**config.mk**
```make
export PLATFORM = sky130hd
export DESIGN_NAME = tooth_duration_ring_recorder
export DESIGN_NICKNAME = d
export VERILOG_FILES = /design/src/design/tdrr_pkg.sv /design/src/design/tdrr_ring.sv /design/src/design/tooth_duration_ring_recorder.sv
export SDC_FILE = /design/constraint.sdc
export NUM_CORES = 1
export LEC_CHECK = 0
export ABC_AREA = 1
export BUFFER_PORTS_ARGS = -buffer_cell sky130_fd_sc_hd__buf_2
export CAP_MARGIN = 15
export CORE_MARGIN = 1
export CORE_UTILIZATION = 61
export CTS_CLUSTER_SIZE = 40
export DETAILED_ROUTE_END_ITERATION = 8
export GPL_TIMING_DRIVEN = 0
export PLACE_DENSITY_LB_ADDON = 0.1
export RECOVER_POWER = 25
export REMOVE_ABC_BUFFERS = 1
export SYNTH_ARGS = -nofsm -noshare
export SYNTH_HDL_FRONTEND = slang
export SYNTH_SLANG_ARGS = --single-unit
```
**constraint.sdc**
```tcl
create_clock -name clock -period 4 [get_ports clock]
set_input_delay 0.4 -clock clock [delete_from_list [all_inputs] [get_ports clock]]
set_output_delay 0.4 -clock clock [all_outputs]
set_load 0.05 [all_outputs]
```
**src/design/tdrr_pkg.sv**
```systemverilog
// -----------------------------------------------------------------------------
// tdrr_pkg
// Shared widths and constants for the tooth duration ring recorder.
// -----------------------------------------------------------------------------
package tdrr_pkg;

   localparam int SPEED_W    = 16;
   localparam int DUR_IN_W   = 32;
   localparam int DUR_W      = 19;
   localparam int SLOT_W     = 4;
   localparam int FILL_W     = 8;
   localparam int THR_W      = 8;
   localparam int THR_SCL_W  = 12;

   localparam int REQ_DATA_W = 56;
   localparam int REQ_USER_W = 3;
   localparam int RSP_DATA_W = 32;
   localparam int RSP_USER_W = 2;

   localparam logic [DUR_W-1:0]    DUR_MAX  = 19'd500000;
   localparam logic [DUR_IN_W-1:0] DUR_CAP  = 32'd500000;
   localparam logic [FILL_W-1:0]   FILL_MAX = 8'd255;

   // Tooth event flags as carried in req_tuser.
   typedef struct packed {
      logic sync_fault;
      logic backup_signal;
      logic diag_resync;
   } tdrr_flags_type;

   // Threshold in rpm: 10 * value, built from two shifts.
   function automatic logic [THR_SCL_W-1:0] scale_threshold(input logic [THR_W-1:0] thr);
      logic [THR_SCL_W-1:0] t;
      begin
         t = {{(THR_SCL_W-THR_W){1'b0}}, thr};
         scale_threshold = (t << 3) + (t << 1);
      end
   endfunction

endpackage

```
**src/design/tdrr_ring.sv**
```systemverilog
// -----------------------------------------------------------------------------
// tdrr_ring
// Duration ring storage with one write port and one read port; the read sees
// the write of the same cycle. Slots at or beyond the depth read as zero.
// -----------------------------------------------------------------------------
module tdrr_ring #(
   parameter int DEPTH = 12,
   parameter int IDX_W = 4
) (
   input  logic                        clock,
   input  logic                        reset,
   input  logic                        wr_en,
   input  logic [IDX_W-1:0]            wr_idx,
   input  logic [tdrr_pkg::DUR_W-1:0]  wr_data,
   input  logic [tdrr_pkg::SLOT_W-1:0] rd_slot,
   output logic [tdrr_pkg::DUR_W-1:0]  rd_data
);
   import tdrr_pkg::*;

   localparam int SEL_W = (IDX_W > SLOT_W) ? IDX_W : SLOT_W;
   localparam logic [SEL_W:0] DEPTH_V = (SEL_W+1)'(DEPTH);

   logic [DUR_W-1:0] ring_ff [DEPTH];
   logic [SEL_W:0]   slot_ext;
   logic [IDX_W-1:0] slot_idx;
   logic             slot_ok;

   always_ff @(posedge clock) begin
      if (reset) begin
         for (int i = 0; i < DEPTH; i++) begin
            ring_ff[i] <= DUR_MAX;
         end
      end else if (wr_en) begin
         ring_ff[wr_idx] <= wr_data;
      end
   end

   assign slot_ext = {{(SEL_W+1-SLOT_W){1'b0}}, rd_slot};
   assign slot_ok  = slot_ext < DEPTH_V;
   assign slot_idx = slot_ext[IDX_W-1:0];

   always_comb begin
      if (!slot_ok) begin
         rd_data = '0;
      end else if (wr_en && (wr_idx == slot_idx)) begin
         rd_data = wr_data;
      end else begin
         rd_data = ring_ff[slot_idx];
      end
   end

endmodule

```
**src/design/tooth_duration_ring_recorder.sv**
```systemverilog
// -----------------------------------------------------------------------------
// tooth_duration_ring_recorder
// Records crank tooth durations in a ring while engine speed is at or below a
// programmable threshold, and reports enable, activation, newest index, fill
// count and one selected ring entry per tooth event.
// -----------------------------------------------------------------------------
// Path: an accepted request goes into the input register, then the update
//   into the response register.
// Throughput: one request per cycle while rsp_tready does not stall the response;
//   the state update is a single compare, one ring write and a counter step
//   between the two registers.
// Reset: synchronous, active high; ring entries return to 500000, index,
//   counters and the threshold to zero. No clearing pass is needed.
module tooth_duration_ring_recorder #(
   parameter int DEPTH = 12
) (
   input  logic                            clock,
   input  logic                            reset,
   // Configuration: speed_threshold
   input  logic                            csr_wr_en,
   input  logic [tdrr_pkg::THR_W-1:0]      csr_wr_data,
   // Requests
   input  logic                            req_tvalid,
   output logic                            req_tready,
   // [15:0] engine_speed, [47:16] tooth_duration, [51:48] read_slot, [55:52] zero
   input  logic [tdrr_pkg::REQ_DATA_W-1:0] req_tdata,
   // [0] diag_resync, [1] backup_signal, [2] sync_fault
   input  logic [tdrr_pkg::REQ_USER_W-1:0] req_tuser,
   // Responses
   output logic                            rsp_tvalid,
   input  logic                            rsp_tready,
   // [3:0] newest_index, [11:4] fill_count, [30:12] read_duration, [31] zero
   output logic [tdrr_pkg::RSP_DATA_W-1:0] rsp_tdata,
   // [0] calc_enabled, [1] calc_activated
   output logic [tdrr_pkg::RSP_USER_W-1:0] rsp_tuser
);
   import tdrr_pkg::*;

   localparam int IDX_W = (DEPTH > 1) ? $clog2(DEPTH) : 1;
   localparam int SEL_W = (IDX_W > SLOT_W) ? IDX_W : SLOT_W;
   localparam logic [IDX_W-1:0] IDX_LAST = IDX_W'(DEPTH - 1);

   // Threshold, pre-scaled to rpm on write
   logic [THR_SCL_W-1:0] thr_rpm_ff;

   // Input register
   logic                 s1_valid_ff, s1_valid_in;
   logic [SPEED_W-1:0]   s1_speed_ff;
   logic [DUR_IN_W-1:0]  s1_dur_ff;
   logic [SLOT_W-1:0]    s1_slot_ff;
   tdrr_flags_type       s1_flags_ff;

   // Recorder state
   logic [IDX_W-1:0]     wr_idx_ff, wr_idx_in;
   logic                 en_prev_ff, en_prev_in;
   logic [FILL_W-1:0]    fill_ff, fill_in;
   logic                 rc_prev_ff, rc_prev_in;

   // Response register
   logic                 out_valid_ff, out_valid_in;
   logic                 out_en_ff, out_act_ff;
   logic [SLOT_W-1:0]    out_idx_ff;
   logic [FILL_W-1:0]    out_fill_ff;
   logic [DUR_W-1:0]     out_dur_ff;

   // Update logic
   logic                 s1_move;
   logic                 req_take;
   logic                 enabled, activated, reset_cond;
   logic                 ring_we;
   logic [DUR_W-1:0]     dur_sat;
   logic [DUR_W-1:0]     rd_dur;
   logic [SEL_W-1:0]     idx_ext;

   // Advance stage 1 whenever the response register is free or being drained.
   assign s1_move      = s1_valid_ff && (!out_valid_ff || rsp_tready);
   assign req_tready   = !s1_valid_ff || s1_move;
   assign req_take     = req_tvalid && req_tready;
   assign s1_valid_in  = req_take || (s1_valid_ff && !s1_move);
   assign out_valid_in = s1_move || (out_valid_ff && !rsp_tready);

   always_ff @(posedge clock) begin
      if (reset) begin
         thr_rpm_ff <= '0;
      end else if (csr_wr_en) begin
         thr_rpm_ff <= scale_threshold(csr_wr_data);
      end
   end

   always_ff @(posedge clock) begin
      if (reset) begin
         s1_valid_ff  <= 1'b0;
         out_valid_ff <= 1'b0;
      end else begin
         s1_valid_ff  <= s1_valid_in;
         out_valid_ff <= out_valid_in;
      end
   end

   // Hold the request payload while stage 1 is stalled.
   always_ff @(posedge clock) begin
      if (req_take) begin
         s1_speed_ff <= req_tdata[15:0];
         s1_dur_ff   <= req_tdata[47:16];
         s1_slot_ff  <= req_tdata[51:48];
         s1_flags_ff <= tdrr_flags_type'({req_tuser[2], req_tuser[1], req_tuser[0]});
      end
   end

   // Enable compare, activation edge and saturation of the stored duration.
   assign enabled    = {{(THR_SCL_W > SPEED_W ? 0 : SPEED_W-THR_SCL_W){1'b0}}, thr_rpm_ff}
                       >= s1_speed_ff;
   assign activated  = enabled && !en_prev_ff;
   assign reset_cond = activated || s1_flags_ff.diag_resync
                       || s1_flags_ff.sync_fault || s1_flags_ff.backup_signal;
   assign dur_sat    = (s1_dur_ff > DUR_CAP) ? DUR_MAX : s1_dur_ff[DUR_W-1:0];
   assign ring_we    = s1_move && enabled;

   always_comb begin
      wr_idx_in  = wr_idx_ff;
      en_prev_in = en_prev_ff;
      fill_in    = fill_ff;
      rc_prev_in = rc_prev_ff;
      if (s1_move) begin
         en_prev_in = enabled;
         if (enabled) begin
            // Advance the write slot, wrapping at the ring depth.
            wr_idx_in = (wr_idx_ff >= IDX_LAST) ? '0 : wr_idx_ff + 1'b1;
            if (reset_cond) begin
               // Clear on the first item of a reset run, hold for the rest.
               if (!rc_prev_ff) begin
                  fill_in = '0;
               end
               rc_prev_in = 1'b1;
            end else begin
               rc_prev_in = 1'b0;
               if (fill_ff != FILL_MAX) begin
                  fill_in = fill_ff + 1'b1;
               end
            end
         end
      end
   end

   always_ff @(posedge clock) begin
      if (reset) begin
         wr_idx_ff  <= '0;
         en_prev_ff <= 1'b0;
         fill_ff    <= '0;
         rc_prev_ff <= 1'b0;
      end else begin
         wr_idx_ff  <= wr_idx_in;
         en_prev_ff <= en_prev_in;
         fill_ff    <= fill_in;
         rc_prev_ff <= rc_prev_in;
      end
   end

   // Ring storage; the read returns the entry after this item's write.
   tdrr_ring #(
      .DEPTH (DEPTH),
      .IDX_W (IDX_W)
   ) u_ring (
      .clock   (clock),
      .reset   (reset),
      .wr_en   (ring_we),
      .wr_idx  (wr_idx_in),
      .wr_data (dur_sat),
      .rd_slot (s1_slot_ff),
      .rd_data (rd_dur)
   );

   assign idx_ext = {{(SEL_W-IDX_W){1'b0}}, wr_idx_in};

   // Capture the response; drop the fill count to zero while disabled.
   always_ff @(posedge clock) begin
      if (s1_move) begin
         out_en_ff   <= enabled;
         out_act_ff  <= activated;
         out_idx_ff  <= idx_ext[SLOT_W-1:0];
         out_fill_ff <= enabled ? fill_in : '0;
         out_dur_ff  <= rd_dur;
      end
   end

   assign rsp_tvalid = out_valid_ff;
   assign rsp_tdata  = {1'b0, out_dur_ff, out_fill_ff, out_idx_ff};
   assign rsp_tuser  = {out_act_ff, out_en_ff};

endmodule
```
* Yosys cells after proc, flatten, opt, wreduce, memory -nomap -nowiden *
Memories as Yosys holds them, arrays and structs flattened. A register that Yosys moved wholly into a read port is not among the register bits.
Index checks and enable logic that the tools add are counted.

storage, ports and cells
  flip-flop bits (word level) = 116
  RAM bits = 228
  output and inout port bits = 36
  word-level logic and storage cells = 69
  memories kept = 1

memories
  name            words  width  read ports  clocked after memory_dff  write ports  line             source
  u_ring.ring_ff  12     19     1           1                         12           tdrr_ring.sv:23  logic [DUR_W-1:0] ring_ff [DEPTH];

cells by class
  $add $sub $neg = 3
  order comparisons = 4
  equality and inequality tests = 2
  mux-type cells = 20
  reduce and logical (&&, ||, !) cells = 21

operator list
  operator                                                         count
  two-way mux 19 bit                                               3
  two-way mux 8 bit                                                5
  greater-than comparator 32 x 19 -> 1 bit, second input constant  1
  two-way mux 4 bit                                                5
  OR reduction 19 bit                                              1
  greater-or-equal comparator 12 x 16 -> 1 bit                     1
  adder 11 x 9 -> 12 bit                                           1
  adder 8 x 1 -> 8 bit, second input constant                      1
  != test 8 bit, second input constant                             1
  logical AND 1 bit                                                7
  logical OR 1 bit                                                 7
  two-way mux 1 bit                                                7
  logical NOT 1 bit                                                5
  adder 4 x 1 -> 4 bit, second input constant                      1
  == test 4 bit                                                    1
  greater-or-equal comparator 4 bit, second input constant         1
  < comparator 4 bit, second input constant                        1
  AND reduction 2 bit                                              1

* Logic depth before layout (Yosys ltp) *
  depth in word-level cells = 9
  mapped depth = 22
  depth with buffers taken out = 19

* Cells and area by module *
A second synthesis with hierarchy kept.

second synthesis, totals
  cell total of the unflattened synthesis = 1623
  area, all modules = 16141.7 um2

by module, submodules not included
  module                        instances  cells an instance  area an instance (um2)  sequential area each (um2)
  tdrr_ring                     1          1165               11071.9                 6846.6
  tooth_duration_ring_recorder  1          458                5069.9                  3183.1

* Worst setup path before layout *
No wires, ideal clock.

  path type = register to register
  start = reg out_valid_ff (netlist: rsp_tvalid)
  end = mem u_ring.ring_ff[0][0], enable pin
  setup time = 0.376 ns
  arrival time = 3.029 ns
  required time = 3.624 ns
  path slack = 0.596 ns
  cell stages (with the launch flop) = 12
  path through = dfxtp_1 nand2_1 nand2_1 inv_1 nand2_4 buf_6 a21oi_4 nand3_4 nor2_4 inv_2 buf_6 nand2_1

RTL lines
  what                      line                                source
  start: declaration        tooth_duration_ring_recorder.sv:60  logic out_valid_ff, out_valid_in;
  start signal: assignment  tooth_duration_ring_recorder.sv:96  out_valid_ff <= out_valid_in;
  end: declaration          tdrr_ring.sv:23

==> results.cfg <==
[global_route]
grt_pass1_wl_um = 63100
overflow = 0
grt_pass1_vias = 12357
grt_max_degree = 79
grt_usage_pct = 26.1
antenna_found_initial = 0

[synth]
synth_warnings = 0
synth.avg_cell_area_um2 = 11.2
yosys.area.top_type = edfxtp_1
synthFlopType = edfxtp_1
netlist_top_cells_area = edfxtp_1, nand2_1, o21ai_0
seq_area_frac_synth_pct = 65.3
ys_top_cells_by_count = edfxtp_1, nand2_1, nor2_1
synth_cells = 1689
yosysMostFrequentCell = edfxtp_1
synth-edff-count = 392
ys_ff_latch = 423
synth_top_area_share_pct = 62.0
yosysUniqueCellTypes = 41
synth_area_mm2 = 0.0190
synth-async-reset-ratio_pct = 0

[final_layout]
syn_to_final_growth_pct = 11.9
nNetsFinal = 1879
drive_gt1_share_pct = 14.3
diodes = 0
final_cells = 2217

[setup_path]
critPathMaxFanout = 19
end_kind = flop
crit_type = flop to flop
cp-start-kind = flop
cp.required_ps = 4140
cp.arrival_ps = 3790

[power_and_ir_drop]
ir_drop_uv = 386
powerDensity_mw_per_mm2 = 455
internal_power_mw = 7.49
pwr-share-clk_pct = 40.2
switching_share_pct = 22.5
p_seq_share_pct = 52.1
power_switching_mw = 2.18
combPwrFrac_pct = 7.7
p_leak_nw = 7.68

[clocking]
root_buffer = clkbuf_16
clk_latency_ps = 540
cts_max_path_buffers = 3
cts_tree = done
cts_sinks = 423
post_cts_buffers = 0
cts-htree-levels = 2
clkTransAtPathRegs_ps = 60
numCtsBuffers = 44

[floorplan]
initial_core_util_pct = 62.0
die_h_um = 178
core_mm2 = 0.0306
dieArea_mm2 = 0.0318
row_count = 64
boundaryPins = 108
die_w_um = 178

[route]
drt_iter0_drc = 1065
wl_per_cell_um = 18.3
vias = 12416
wl_um = 40600
drc_errors = 0
drtAntennaViolNets = 0
first_pass_iters = 6
routed_via_density = 5.60

[sta]
period_needed_ps = 3650
clock_skew_ps = 20.8
finalHoldViolCount = 0
relSlewSlack_pct = -61.8
min_period_over_period_pct = 91.3
clock.fmax_ghz = 0.274
rsz0062_at_grt = no
hold_ws_ps = 36.7
setup_viol = 0
tightest_slew_ps = 2430
report.final.slew_viol_count = 47

[status]
status = finished, violations left
violations = max-capacitance violations, max-slew violations

[place]
dp_cells = 2134
dp_hpwl_um = 25300
io_buffers = 102
routabilityCongestion = 0.828

[job]
max_cap_viol_count = 1

[worst_hold_path]
hp-class = primary input to flop
## sequential cells by signal, indices dropped and copies added, names as in the netlist, 3 cells and up, named ones only
name / cells
out_idx_ff: 4
wr_idx_ff: 4
s1_speed_ff: 16
fill_ff: 8
s1_slot_ff: 4
u_ring.ring_ff: 304
s1_flags_ff: 3
s1_dur_ff: 32
out_dur_ff: 19
thr_rpm_ff: 11
out_fill_ff: 8
## cell type report
type                    instances  area (um^2)
flip-flops and latches        423        12400
clock inverters                18          154
fillers                      2239         9370
repair buffers                115          726
multi-input cells            1011         5510
inverters                     192          723
well taps                     396          495
clock buffers                  62         1210
## power by group through the flow
stage | Sequential, mW | Clock [mW] | Combinational, mW
after floorplan | 5.22 | 0 | 0.410
after global placement | 5.20 | 0 | 0.683
after detailed placement | 5.13 | 0 | 0.744
after CTS | 5.04 | 3.94 | 0.749
after global routing | 5.05 | 4.09 | 0.821
final | 5.04 | 3.88 | 0.742
## repair_timing
action                     CTS  global route
hold buffers                 0             0
resized for setup            0             4
setup endpoints to repair    0            76
## per-stage QoR
stage | area, um^2 | utilization, % | TNS [ps] | setup slack (ps) | total power, mW
final | 21200 | 69.4 | 0 | 346 | 9.67
after global routing | 21200 | 69.4 | 0 | 6.27 | 9.97
after CTS | 21200 | 69.4 | 0 | 184 | 9.72
after detailed placement | 19900 | 65.0 | 0 | 232 | 5.88
after global placement | 19600 | 64.1 | -246290 | -4920 | 5.88
after floorplan | 18600 | - | -40000 | -2110 | 5.63
## kinds of logic (layout without fill, tap and decap cells)
logic type / after synthesis / after routing / synth area share, %
AND/OR/NAND/NOR: 540 / 540 / 12.9
AO/OA/AOI/OAI: 331 / 331 / 9.75
adder cells (fa/ha/maj): 20 / 20 / 1.36
XOR/XNOR: 9 / 9 / 0.416
other: 1 / 39 / 0.0198
buffers and inverters: 293 / 387 / 6.45
multiplexers: 72 / 72 / 3.80
flip-flops: 423 / 423 / 65.3
## per-layer routing
metal	vias up	global-route usage [%]	part of all wire, %
met5	-	0	0
met4	0	9.04	2.7
met3	83	3.73	5.3
met2	404	46.8	51
met1	5990	32.3	41
li1	5939	-	-
## path summary, 6_finish.rpt
kind	from	end	slack (ps)	cells past startpoint
setup / recovery	s1_speed_ff[3]	u_ring.ring_ff[7][4]	350	15
hold / removal	req_tdata[39]	s1_dur_ff[23]	40	1
setup reg to reg	s1_speed_ff[3]	u_ring.ring_ff[7][4]	350	15
hold reg to reg	s1_valid_ff	rsp_tvalid	480	2
## layout by cell type (no fill, tap or decap), drive strengths merged, types with 2 or more instances in the layout
cell	count
bufinv	3
a21oi	101
o211ai	55
dfxtp	31
nand4	2
conb	39
nor3	6
nand2	215
xor2	8
clkbuf	104
nor2	281
nand3	31
nor4	2
mux2i	72
buf	73
edfxtp	392
inv	192
clkinv	14
o21ai	150
o221ai	2
a31o	2
a31oi	19
ha	19
## critical path: stages, from the launching register on
cell	delay, ps
edfxtp_1	370
inv_1	70
ha_1	230
a21oi_1	160
nand2_1	70
nand2_1	50
nand2_1	50
nand2_1	90
nand2_4	120
nand2_4	220
nor2_4	70
a21oi_4	210
nand3_4	170
nor2_4	280
inv_2	240
nand2_1	830
Note: power is estimated with default switching activity, not from simulation.
